`src/hw/rtl/elsch_pkg.sv`:
```
// Shared types, constants and bitmap helpers for the LOOK elevator scheduler.
package elsch_pkg;

  localparam int NUM_FLOORS = 64;
  localparam int FLOOR_W    = 6;
  localparam int TICK_W     = 16;
  localparam int CFG_IDX_W  = 2;
  localparam int CFG_DATA_W = 16;
  localparam int OUT_DATA_W = 24;

  localparam logic [FLOOR_W-1:0] TOP_MAX = FLOOR_W'(NUM_FLOORS - 1);

  typedef enum logic {
    OP_TICK    = 1'b0,
    OP_REQUEST = 1'b1
  } op_e;

  typedef enum logic [1:0] {
    DIR_IDLE = 2'd0,
    DIR_UP   = 2'd1,
    DIR_DOWN = 2'd2
  } dir_e;

  typedef enum logic [1:0] {
    PH_STOPPED = 2'd0,
    PH_MOVING  = 2'd1,
    PH_DOOR    = 2'd2
  } phase_e;

  typedef enum logic [1:0] {
    ST_TICK     = 2'd0,
    ST_ACCEPTED = 2'd1,
    ST_SAME     = 2'd2,
    ST_RANGE    = 2'd3
  } status_e;

  typedef enum logic [CFG_IDX_W-1:0] {
    CFG_TOP_FLOOR = 2'd0,
    CFG_TRAVEL    = 2'd1,
    CFG_DOOR      = 2'd2
  } cfg_reg_e;

  typedef logic [NUM_FLOORS-1:0] floor_map_t;

  // Result of target selection: chosen floor, new heading, and which set it came from.
  typedef struct packed {
    logic [FLOOR_W-1:0] floor;
    dir_e               dir;
    logic               from_up;
  } pick_t;

  // One result item; the lowest field sits in the lowest bits.
  typedef struct packed {
    status_e            status;
    logic [FLOOR_W-1:0] goal;
    logic               door;
    logic               moving;
    dir_e               dir;
    logic [FLOOR_W-1:0] floor;
  } res_t;

  localparam int RES_W = $bits(res_t);

  // Returns {found, index} of the lowest set bit.
  function automatic logic [FLOOR_W:0] lowest_bit(floor_map_t v);
    logic               found;
    logic [FLOOR_W-1:0] idx;
    found = 1'b0;
    idx   = '0;
    for (int i = NUM_FLOORS - 1; i >= 0; i--) begin
      if (v[i]) begin
        found = 1'b1;
        idx   = FLOOR_W'(i);
      end
    end
    return {found, idx};
  endfunction

  // Returns {found, index} of the highest set bit.
  function automatic logic [FLOOR_W:0] highest_bit(floor_map_t v);
    logic               found;
    logic [FLOOR_W-1:0] idx;
    found = 1'b0;
    idx   = '0;
    for (int i = 0; i < NUM_FLOORS; i++) begin
      if (v[i]) begin
        found = 1'b1;
        idx   = FLOOR_W'(i);
      end
    end
    return {found, idx};
  endfunction

  function automatic floor_map_t mask_above(logic [FLOOR_W-1:0] p);
    floor_map_t m;
    for (int i = 0; i < NUM_FLOORS; i++) begin
      m[i] = ((FLOOR_W + 1)'(i) > {1'b0, p});
    end
    return m;
  endfunction

  function automatic floor_map_t mask_below(logic [FLOOR_W-1:0] p);
    floor_map_t m;
    for (int i = 0; i < NUM_FLOORS; i++) begin
      m[i] = ((FLOOR_W + 1)'(i) < {1'b0, p});
    end
    return m;
  endfunction

  function automatic floor_map_t floor_bit(logic [FLOOR_W-1:0] f);
    floor_map_t m;
    for (int i = 0; i < NUM_FLOORS; i++) begin
      m[i] = ((FLOOR_W + 1)'(i) == {1'b0, f});
    end
    return m;
  endfunction

endpackage

```
`src/hw/rtl/elsch_pick.sv`:
```
// LOOK target selection over the up and down request bitmaps.
module elsch_pick (
  input  elsch_pkg::floor_map_t              up_i,
  input  elsch_pkg::floor_map_t              down_i,
  input  logic [elsch_pkg::FLOOR_W-1:0]      floor_i,
  input  elsch_pkg::dir_e                    heading_i,
  output elsch_pkg::pick_t                   pick_o
);

  logic [elsch_pkg::FLOOR_W:0] up_above;
  logic [elsch_pkg::FLOOR_W:0] down_below;
  logic [elsch_pkg::FLOOR_W:0] up_lo;
  logic [elsch_pkg::FLOOR_W:0] up_hi;
  logic [elsch_pkg::FLOOR_W:0] down_lo;
  logic [elsch_pkg::FLOOR_W:0] down_hi;
  logic                        here_up;
  logic                        here_down;
  logic [elsch_pkg::FLOOR_W:0] near_sum;
  logic                        up_nearer;

  assign up_above   = elsch_pkg::lowest_bit(up_i & elsch_pkg::mask_above(floor_i));
  assign down_below = elsch_pkg::highest_bit(down_i & elsch_pkg::mask_below(floor_i));
  assign up_lo      = elsch_pkg::lowest_bit(up_i);
  assign up_hi      = elsch_pkg::highest_bit(up_i);
  assign down_lo    = elsch_pkg::lowest_bit(down_i);
  assign down_hi    = elsch_pkg::highest_bit(down_i);
  assign here_up    = up_i[floor_i];
  assign here_down  = down_i[floor_i];

  // (lo - f) <= (f - hi) is the same as lo + hi <= 2f.
  assign near_sum  = {1'b0, up_lo[elsch_pkg::FLOOR_W-1:0]}
                   + {1'b0, down_hi[elsch_pkg::FLOOR_W-1:0]};
  assign up_nearer = near_sum <= {floor_i, 1'b0};

  always_comb begin
    pick_o = '{floor: floor_i, dir: elsch_pkg::DIR_UP, from_up: 1'b1};
    if (here_up) begin
      pick_o = '{floor: floor_i, dir: elsch_pkg::DIR_UP, from_up: 1'b1};
    end else if (here_down) begin
      pick_o = '{floor: floor_i, dir: elsch_pkg::DIR_UP, from_up: 1'b0};
    end else begin
      case (heading_i)
        elsch_pkg::DIR_UP: begin
          if (up_above[elsch_pkg::FLOOR_W]) begin
            pick_o = '{floor: up_above[elsch_pkg::FLOOR_W-1:0],
                       dir: elsch_pkg::DIR_UP, from_up: 1'b1};
          end else if (down_hi[elsch_pkg::FLOOR_W]) begin
            pick_o = '{floor: down_hi[elsch_pkg::FLOOR_W-1:0],
                       dir: elsch_pkg::DIR_DOWN, from_up: 1'b0};
          end else begin
            pick_o = '{floor: up_hi[elsch_pkg::FLOOR_W-1:0],
                       dir: elsch_pkg::DIR_DOWN, from_up: 1'b1};
          end
        end
        elsch_pkg::DIR_DOWN: begin
          if (down_below[elsch_pkg::FLOOR_W]) begin
            pick_o = '{floor: down_below[elsch_pkg::FLOOR_W-1:0],
                       dir: elsch_pkg::DIR_DOWN, from_up: 1'b0};
          end else if (up_lo[elsch_pkg::FLOOR_W]) begin
            pick_o = '{floor: up_lo[elsch_pkg::FLOOR_W-1:0],
                       dir: elsch_pkg::DIR_UP, from_up: 1'b1};
          end else begin
            pick_o = '{floor: down_lo[elsch_pkg::FLOOR_W-1:0],
                       dir: elsch_pkg::DIR_UP, from_up: 1'b0};
          end
        end
        default: begin
          // Idle: the nearer of the lowest up and highest down request, up on a tie.
          if (up_lo[elsch_pkg::FLOOR_W] && (!down_hi[elsch_pkg::FLOOR_W] || up_nearer)) begin
            pick_o = '{floor: up_lo[elsch_pkg::FLOOR_W-1:0],
                       dir: elsch_pkg::DIR_UP, from_up: 1'b1};
          end else begin
            pick_o = '{floor: down_hi[elsch_pkg::FLOOR_W-1:0],
                       dir: elsch_pkg::DIR_DOWN, from_up: 1'b0};
          end
        end
      endcase
    end
  end

endmodule

```
`src/hw/rtl/elsch_core.sv`:
```
// Car state registers and the per-item update for requests and ticks.
module elsch_core (
  input  logic                                clk_i,
  input  logic                                rst_ni,
  input  logic                                commit_i,
  input  elsch_pkg::op_e                      op_i,
  input  logic [elsch_pkg::FLOOR_W-1:0]       req_floor_i,
  input  logic [elsch_pkg::FLOOR_W-1:0]       top_floor_i,
  input  logic [elsch_pkg::TICK_W-1:0]        travel_ticks_i,
  input  logic [elsch_pkg::TICK_W-1:0]        door_ticks_i,
  output elsch_pkg::res_t                     res_o
);

  elsch_pkg::floor_map_t              up_q, up_d;
  elsch_pkg::floor_map_t              down_q, down_d;
  logic [elsch_pkg::FLOOR_W-1:0]      floor_q, floor_d;
  elsch_pkg::dir_e                    head_q, head_d;
  elsch_pkg::phase_e                  phase_q, phase_d;
  logic [elsch_pkg::FLOOR_W-1:0]      target_q, target_d;
  logic [elsch_pkg::TICK_W-1:0]       cnt_q, cnt_d;

  elsch_pkg::pick_t                   pick;
  elsch_pkg::status_e                 status;
  logic [elsch_pkg::FLOOR_W-1:0]      top_eff;
  logic [elsch_pkg::TICK_W:0]         cnt_inc;
  logic [elsch_pkg::FLOOR_W-1:0]      floor_step;

  elsch_pick u_pick (
    .up_i      (up_q),
    .down_i    (down_q),
    .floor_i   (floor_q),
    .heading_i (head_q),
    .pick_o    (pick)
  );

  assign top_eff = (top_floor_i > elsch_pkg::TOP_MAX) ? elsch_pkg::TOP_MAX : top_floor_i;
  assign cnt_inc = {1'b0, cnt_q} + 1'b1;

  always_comb begin
    if (target_q > floor_q) begin
      floor_step = floor_q + 1'b1;
    end else if (target_q < floor_q) begin
      floor_step = floor_q - 1'b1;
    end else begin
      floor_step = floor_q;
    end
  end

  always_comb begin
    up_d     = up_q;
    down_d   = down_q;
    floor_d  = floor_q;
    head_d   = head_q;
    phase_d  = phase_q;
    target_d = target_q;
    cnt_d    = cnt_q;
    status   = elsch_pkg::ST_TICK;

    if (op_i == elsch_pkg::OP_REQUEST) begin
      if (req_floor_i > top_eff) begin
        status = elsch_pkg::ST_RANGE;
      end else if (req_floor_i == floor_q) begin
        status = elsch_pkg::ST_SAME;
      end else begin
        status = elsch_pkg::ST_ACCEPTED;
        if (req_floor_i > floor_q) begin
          up_d = up_q | elsch_pkg::floor_bit(req_floor_i);
        end else begin
          down_d = down_q | elsch_pkg::floor_bit(req_floor_i);
        end
      end
    end else begin
      case (phase_q)
        elsch_pkg::PH_STOPPED: begin
          if (!(|up_q) && !(|down_q)) begin
            head_d = elsch_pkg::DIR_IDLE;
          end else begin
            target_d = pick.floor;
            head_d   = pick.dir;
            cnt_d    = '0;
            if (pick.from_up) begin
              up_d = up_q & ~elsch_pkg::floor_bit(pick.floor);
            end else begin
              down_d = down_q & ~elsch_pkg::floor_bit(pick.floor);
            end
            phase_d = (pick.floor == floor_q) ? elsch_pkg::PH_DOOR : elsch_pkg::PH_MOVING;
          end
        end
        elsch_pkg::PH_MOVING: begin
          // A period of zero behaves like one since the incremented count is compared.
          if (cnt_inc >= {1'b0, travel_ticks_i}) begin
            cnt_d   = '0;
            floor_d = floor_step;
            if (floor_step == target_q) begin
              phase_d = elsch_pkg::PH_DOOR;
            end
          end else begin
            cnt_d = cnt_inc[elsch_pkg::TICK_W-1:0];
          end
        end
        default: begin
          if (cnt_inc >= {1'b0, door_ticks_i}) begin
            cnt_d   = '0;
            phase_d = elsch_pkg::PH_STOPPED;
          end else begin
            cnt_d = cnt_inc[elsch_pkg::TICK_W-1:0];
          end
        end
      endcase
    end
  end

  always_comb begin
    res_o.status = status;
    res_o.goal   = (phase_d == elsch_pkg::PH_STOPPED) ? '0 : target_d;
    res_o.door   = (phase_d == elsch_pkg::PH_DOOR);
    res_o.moving = (phase_d == elsch_pkg::PH_MOVING);
    res_o.dir    = head_d;
    res_o.floor  = floor_d;
  end

  always_ff @(posedge clk_i or negedge rst_ni) begin
    if (!rst_ni) begin
      up_q     <= '0;
      down_q   <= '0;
      floor_q  <= '0;
      head_q   <= elsch_pkg::DIR_IDLE;
      phase_q  <= elsch_pkg::PH_STOPPED;
      target_q <= '0;
      cnt_q    <= '0;
    end else if (commit_i) begin
      up_q     <= up_d;
      down_q   <= down_d;
      floor_q  <= floor_d;
      head_q   <= head_d;
      phase_q  <= phase_d;
      target_q <= target_d;
      cnt_q    <= cnt_d;
    end
  end

endmodule

```
`src/hw/rtl/elevator_look_scheduler.sv`:
```
// Single-car LOOK elevator scheduler: stream wrapper, configuration and result register.
//
// Input stream s_axis: tuser carries the opcode (0 one time tick, 1 floor request),
// tdata[5:0] the requested floor. Every input transfer yields exactly one result
// transfer on m_axis, in order, carrying the car floor, heading, moving and door
// flags, goal floor and request status.
// Configuration: cfg_valid_i/cfg_ready_o write cfg_data_i into the register picked
// by cfg_index_i (0 top floor, 1 travel ticks, 2 door ticks); other indexes are
// ignored. cfg_ready_o is always high. Writes belong to times when no item is in flight.
// Path: an item is registered in the input register on entry, evaluated by one
// pass of priority encoders over the two request bitmaps once the result register can
// take it, and lands in the result register, which drives m_axis.
// Throughput: one item per cycle, sustained while m_axis_tready stays high.
// Stall: while the result register is held by a low m_axis_tready, one more item is
// taken into the input register and s_axis_tready then drops until the result
// moves on. Reset clears both registers' valid flags, all pending requests, puts
// the car at floor 0, idle and stopped, and loads the configuration defaults
// (top floor 63, travel 2 ticks, door 5 ticks).
module elevator_look_scheduler (
  input  logic                                  clk_i,
  input  logic                                  rst_ni,
  input  logic                                  s_axis_tvalid,
  output logic                                  s_axis_tready,
  input  logic [7:0]                            s_axis_tdata,  // [5:0] req_floor
  input  logic                                  s_axis_tuser,  // [0] opcode
  output logic                                  m_axis_tvalid,
  input  logic                                  m_axis_tready,
  // [5:0] car_floor, [7:6] car_direction, [8] car_moving, [9] door_open,
  // [15:10] goal_floor, [17:16] request_status
  output logic [elsch_pkg::OUT_DATA_W-1:0]      m_axis_tdata,
  input  logic                                  cfg_valid_i,
  output logic                                  cfg_ready_o,
  input  logic [elsch_pkg::CFG_IDX_W-1:0]       cfg_index_i,
  input  logic [elsch_pkg::CFG_DATA_W-1:0]      cfg_data_i
);

  logic                                in_valid_q;
  elsch_pkg::op_e                      in_op_q;
  logic [elsch_pkg::FLOOR_W-1:0]       in_floor_q;
  logic                                out_valid_q;
  elsch_pkg::res_t                     out_res_q;
  elsch_pkg::res_t                     res;
  logic                                advance;
  logic [elsch_pkg::FLOOR_W-1:0]       top_floor_q;
  logic [elsch_pkg::TICK_W-1:0]        travel_q;
  logic [elsch_pkg::TICK_W-1:0]        door_q;
  logic                                cfg_xfer;

  assign advance       = in_valid_q && (!out_valid_q || m_axis_tready);
  assign s_axis_tready = !in_valid_q || advance;
  assign cfg_ready_o   = 1'b1;
  assign cfg_xfer      = cfg_valid_i && cfg_ready_o;

  elsch_core u_core (
    .clk_i          (clk_i),
    .rst_ni         (rst_ni),
    .commit_i       (advance),
    .op_i           (in_op_q),
    .req_floor_i    (in_floor_q),
    .top_floor_i    (top_floor_q),
    .travel_ticks_i (travel_q),
    .door_ticks_i   (door_q),
    .res_o          (res)
  );

  always_ff @(posedge clk_i or negedge rst_ni) begin
    if (!rst_ni) begin
      in_valid_q <= 1'b0;
    end else if (s_axis_tready) begin
      in_valid_q <= s_axis_tvalid;
    end
  end

  always_ff @(posedge clk_i) begin
    if (s_axis_tvalid && s_axis_tready) begin
      in_op_q    <= elsch_pkg::op_e'(s_axis_tuser);
      in_floor_q <= s_axis_tdata[elsch_pkg::FLOOR_W-1:0];
    end
  end

  always_ff @(posedge clk_i or negedge rst_ni) begin
    if (!rst_ni) begin
      out_valid_q <= 1'b0;
    end else if (advance) begin
      out_valid_q <= 1'b1;
    end else if (m_axis_tready) begin
      out_valid_q <= 1'b0;
    end
  end

  always_ff @(posedge clk_i) begin
    if (advance) begin
      out_res_q <= res;
    end
  end

  always_ff @(posedge clk_i or negedge rst_ni) begin
    if (!rst_ni) begin
      top_floor_q <= elsch_pkg::TOP_MAX;
      travel_q    <= elsch_pkg::TICK_W'(2);
      door_q      <= elsch_pkg::TICK_W'(5);
    end else if (cfg_xfer) begin
      case (cfg_index_i)
        elsch_pkg::CFG_TOP_FLOOR: top_floor_q <= cfg_data_i[elsch_pkg::FLOOR_W-1:0];
        elsch_pkg::CFG_TRAVEL:    travel_q    <= cfg_data_i[elsch_pkg::TICK_W-1:0];
        elsch_pkg::CFG_DOOR:      door_q      <= cfg_data_i[elsch_pkg::TICK_W-1:0];
        default: ;
      endcase
    end
  end

  assign m_axis_tvalid = out_valid_q;
  assign m_axis_tdata  = {(elsch_pkg::OUT_DATA_W - elsch_pkg::RES_W)'(0), out_res_q};

endmodule

```
`config.mk`:
```
export PLATFORM = sky130hd
export DESIGN_NAME = elevator_look_scheduler
export DESIGN_NICKNAME = d
export VERILOG_FILES = /design/src/hw/rtl/elsch_pkg.sv /design/src/hw/rtl/elsch_pick.sv /design/src/hw/rtl/elsch_core.sv /design/src/hw/rtl/elevator_look_scheduler.sv
export SDC_FILE = /design/constraint.sdc
export NUM_CORES = 1
export LEC_CHECK = 0
export ABC_AREA = 0
export BUFFER_PORTS_ARGS = -buffer_cell sky130_fd_sc_hd__buf_2
export CAP_MARGIN = 10
export CELL_PAD_IN_SITES_DETAIL_PLACEMENT = 0
export CELL_PAD_IN_SITES_GLOBAL_PLACEMENT = 1
export CORE_MARGIN = 2
export CORE_UTILIZATION = 45
export CTS_CLUSTER_DIAMETER = 80
export DETAILED_ROUTE_END_ITERATION = 7
export PLACE_DENSITY = 0.75
export SLEW_MARGIN = 20
export SYNTH_ARGS = -nofsm -noshare
export SYNTH_HDL_FRONTEND = slang
export SYNTH_HIERARCHICAL = 1
export SYNTH_SLANG_ARGS = --single-unit
```
`constraint.sdc`:
```
create_clock -name clk_i -period 6.4 [get_ports clk_i]
set_input_delay 0.32 -clock clk_i [delete_from_list [all_inputs] [get_ports clk_i]]
set_output_delay 0.32 -clock clk_i [all_outputs]
set_load 0.1 [all_outputs]
```
**After elaboration in Yosys (flattened, before gate mapping)**

Cells that the tools add are included.

- Equal/unequal tests: 143
- Magnitude comparators: 135
- Muxes and demuxes: 690
- Add/subtract/negate cells: 4
- Bitwise gates (word level): 8
- Reductions and logical operators: 28

Operators by type and width:

| cell | number |
|---|---|
| 2-to-1 mux 6 bit | 387 |
| 2-to-1 mux 64 bit | 14 |
| == test 6 bit (first input constant) | 64 |
| 2-to-1 mux 1 bit | 263 |
| bitwise AND 64 bit | 3 |
| == test 5 x 6 -> 1 bit (first input constant) | 32 |
| greater-than comparator 6 bit (first input constant) | 32 |
| less-than comparator 6 bit (first input constant) | 31 |
| OR 64 bit | 2 |
| OR reduction 64 bit | 2 |
| == test 4 x 6 -> 1 bit (first input constant) | 16 |
| greater-than comparator 5 x 6 -> 1 bit (first input constant) | 16 |
| less-than comparator 5 x 6 -> 1 bit (first input constant) | 16 |
| bitwise AND 64 x 63 -> 64 bit | 1 |
| inverter 64 bit | 1 |
| 2-to-1 mux 9 bit | 7 |
| == test 3 x 6 -> 1 bit (first input constant) | 8 |
| greater-than comparator 4 x 6 -> 1 bit (first input constant) | 8 |
| less-than comparator 4 x 6 -> 1 bit (first input constant) | 8 |
| 2-to-1 mux 16 bit | 3 |
| greater-or-equal comparator 17 x 16 -> 1 bit | 2 |
| case mux 16 bit (2 select lines) | 1 |
| == test 2 x 6 -> 1 bit (first input constant) | 4 |
| greater-than comparator 3 x 6 -> 1 bit (first input constant) | 4 |
| 34 further kinds | 83 |

- Output and inout port bits: 27
- Bits in registers: 225

**Depth between registers and ports, before layout**

- Depth after elaboration: 79
- Depth in mapped cells: 30
- Depth with buffers taken out: 29

**Cells and area by module**

The synthesis kept the hierarchy.

Modules (own cells, without submodules):

| module | cells an instance | area each (um^2) | times used |
|---|---|---|---|
| elsch_core | 1078 | 9982.1 | 1 |
| elsch_pick | 1319 | 8508.2 | 1 |
| elevator_look_scheduler | 123 | 2376.0 | 1 |

**Worst setup path before layout**

Ideal clock, no wire load.

- Path type: flip-flop to flip-flop
- Start: reg u_core.down_q[38]
- End: reg out_res_q (netlist bit m_axis_tdata[10]) (data pin)
- Period minus slack after synthesis: 6412 ps
- Path slack: -12 ps
- Data required time: 6128 ps
- Cell stages (with the launch flop): 28
- Arrival time: 6139 ps
- Cell sequence: dfrtp_1 > clkbuf_1 > inv_1 > a2111oi_0 > o221ai_1 > or4_1 > o31ai_1 > inv_1 > ha_1 > a21boi_0 > a221oi_1 > nor3_1 > xor2_1 > ha_1 > nand3_1 > or4b_2 > a31oi_2 > mux2_2 > o22a_1 > o31a_1 > clkbuf_1 > xnor2_1 > nand4_1 > nor3_1 > nor2_1 > a211o_1 > a2111oi_4 > a31oi_1

RTL lines:

| element | line | RTL |
|---|---|---|
| from (decl) | elsch_core.sv:15 | `elsch_pkg::floor_map_t down_q, down_d;` |
| from (signal assigned) | elsch_core.sv:133 | `down_q <= down_d;` |
| to (signal assigned) | elevator_look_scheduler.sv:93 | `out_res_q <= res;` |
| to (decl) | elevator_look_scheduler.sv:41 | `elsch_pkg::res_t out_res_q;` |

==> metrics.yaml <==
run_status: "complete, but fails checks"
violations: "negative setup slack"
slew_viol_final: 0
htree_num_levels: 1
final_core_util_pct: 56.7
total_power_mw: 8.05
period_minus_slack_ps: 6470
arrival_ps: 6720
grt_pass1_wl_um: 152000
clk_latency_ps: 540
layout_setup_ws_ps: -70.2
dr.pass1.iters: 7
avgRoutedWirePerCell_um: 29.6
io_buffer_count: 49
drt_iter0_markers: 3410
clock_path_buffers: 3
io_pins: 59
rr_worst_depth: 29
hold_violations: 0
synth_area_mm2: 0.0209
use_met1_pct: 53.7
busiest_layer: "met2"
viasPerCell: 7.03
fin_skew_ps: 25.4
postSynthAreaPerCell_um2: 8.28
drive_gt1_share_pct: 26.6
period_share_pct: 101
use_met3_pct: 12.0
crit_required_ps: 6650
layout.cells.non_filler: 3518
critPathMaxStageDelay_ps: 540
post-place-cells: 3466
clock_sinks: 225
rows: 78
synth.ff_latch_count: 225
rsz0062_at_grt: "true"
tightestPinTransition_ps: 1330
grt_usage_pct: 42.6
cp-endpoint: "m_axis_tdata[11]"
path_class: "reg -> reg"
grt_pass1_vias: 23300
synth_ff_type: "dfrtp_1"
synth_cells: 2520
start_util_pct: 45.8
die-area_mm2: 0.0481
synth-edff-count: 25
peakVddDrop_v: 0.000300
cts_buffers: 22
max-slew-margin-rel_pct: 8.93
startpoint_type: "flip-flop"
maxCapViolCount: 0
synth_cell_types: 120
r2r-start: "u_core/down_q[38]"
drc: 0
r2r_slack_ps: -70
power.density_mw_per_mm2: 311
core_area_mm2: 0.0456
tns_ps: -361
synth-async-reset-ratio_pct: 88.9
rr_endpoint: "m_axis_tdata[11]"
p_leak_nw: 11.2
synth_warnings: 6
area_growth_pct: 23.9
cp_slowest_cell: "or4b_4"
die_w_um: 219
use_met2_pct: 63.9
fin_nets: 2999
gp_congestion: 1.11
via_count: 24700
antenna_found_initial: 4
drt_wl_total_um: 104000
dieHeight_um: 219
setup_viol: 6
ant_nets: 0
crit_start: "u_core/down_q[38]"
yosysTopAreaCell: "dfrtp_1"
crit_fanout: 6
cts_root_buf: "clkbuf_16"
clk_pin_slew_ps: 70
grt-ovfl-total: 0
seq_area_frac_synth_pct: 27.6
critPathCaptureType: "flip-flop"
fmax_mhz: 155
cts_tree: "built"
synth_top_area_share_pct: 22.9
ys_top_cells_by_area: "dfrtp_1 23%, ha_1 4.0%, nor4_1 3.9%"
nFillCells: 4237
hpwl_um: 81900
grt_max_degree: 74
hold_class: "in -> reg"
[layout make-up]
class                           instances  area (µm²)  share of cell area, %
Sequential cell                       225        5780                   22.4
Multi-Input combinational cell       1980       14000                   54.2
Inverter                              142         536                   2.07
Clock buffer                           30         621                   2.40
Timing Repair Buffer                  530        4030                   15.6
Tap cell                              600         751                   2.90
Clock inverter                         10         125                  0.484
Antenna cell                            1        2.50                0.00968
[cells in the mapped netlist (all sizes together), types with 25 or more instances]
master and instances:
ha 66, a2bb2oi 32, nand2b 39, nand3 80, mux2 51, nand4 56
nand2 188, a21oi 145, edfxtp 25, nor3 68, or4 31, mux4 32
buf 79, o31ai 36, a211oi 29, a31oi 74, dfrtp 191, nor4 129
nor2 197, o211ai 38, a22o 63, xnor2 28, o21ai 124, inv 142
clkbuf 99
[worst max-delay path, delay by kind of cell, from the launching register on]
| kind | cells | cell delay [ps] |
|---|---|---|
| compound gates | 11 | 2260 |
| simple gates | 7 | 1640 |
| flops | 1 | 370 |
| buf+inv | 6 | 800 |
| mux | 1 | 330 |
| fa+ha+maj | 2 | 460 |
| xor+xnor | 2 | 310 |
[layout by cell type (no fill, tap or decap), drive strengths merged, types with 20 or more instances in the layout]
master,n
a21o,23
o211ai,38
a31oi,74
nand4,56
ha,66
mux2,51
o31ai,36
nor4,129
xnor2,28
nor2b,24
nand2b,39
clkbuf,31
edfxtp,25
nand3,80
a2bb2oi,32
or2,20
inv,143
mux4,32
o21a,24
a21oi,145
a211oi,29
a22o,63
dfrtp,191
or4,31
buf,521
a41oi,23
a22oi,20
nor3,68
nor2,197
nand2,188
o21ai,124
[report_power, final]
| group | switching, mW | internal [mW] | leakage [nW] |
|---|---|---|---|
| Sequential | 0.198 | 1.63 | 2.82 |
| Clock | 0.585 | 0.769 | 0.358 |
| Combinational | 2.91 | 1.96 | 7.97 |
| Total | 3.69 | 4.36 | 11.2 |
[layer usage]
metal  vias up  share of wire [%]
met2      1847                 42
met5         -              0.013
met1     11900                 38
met3       438                 12
li1      10600                  -
met4         2                8.2
[through the flow]
step	hold WS (ps)	setup slack (ps)	area (µm²)
after floorplan	24.4	49.8	20900
after global placement	307	-648	24700
after detailed placement	315	-660	24700
after CTS	10.6	-198	25600
after global routing	23.0	-275	25900
final	25.3	-70.2	25900
[kinds of logic (layout without fill, tap and decap cells)]
logic type,Yosys count,after routing,share of synthesized area [%]
multiplexers,97,97,6.88
AO/OA/AOI/OAI,849,849,29.3
buffers and inverters,320,712,6.94
other,2,8,0.0360
flip-flops,225,225,27.6
AND/OR/NAND/NOR,923,923,23.6
XOR/XNOR,38,38,1.60
adder cells (fa/ha/maj),66,66,3.96
[worst min-delay path by stage]
stage,start,to,cells past startpoint
4_1_cts,cfg_data_i[8],door_q[8],2
2_1_floorplan,rst_ni,door_q[10],0
5_1_grt,cfg_data_i[10],door_q[10],2
3_3_place_gp,rst_ni,travel_q[8],1
6_report,cfg_data_i[8],door_q[8],2
3_5_place_dp,rst_ni,travel_q[7],1
[state kept, by name, summed over array words and instances (netlist names), 16 cells and up]
register,flops
door_q,16
m_axis_tdata,18
u_core/up_q,64
u_core/down_q,64
travel_q,16
u_core/cnt_q,16
[timing repair]
item                                    4_1_cts  5_1_grt
endpoints found under the hold margin        58        0
setup buffers                                 3        3
hold buffers                                  8        0
endpoints found under the setup margin       11       68
pin swaps                                    17       26
gates resized for setup                      26       47
cloned                                        0        0
No activity file was read; power rests on OpenSTA's default activity.
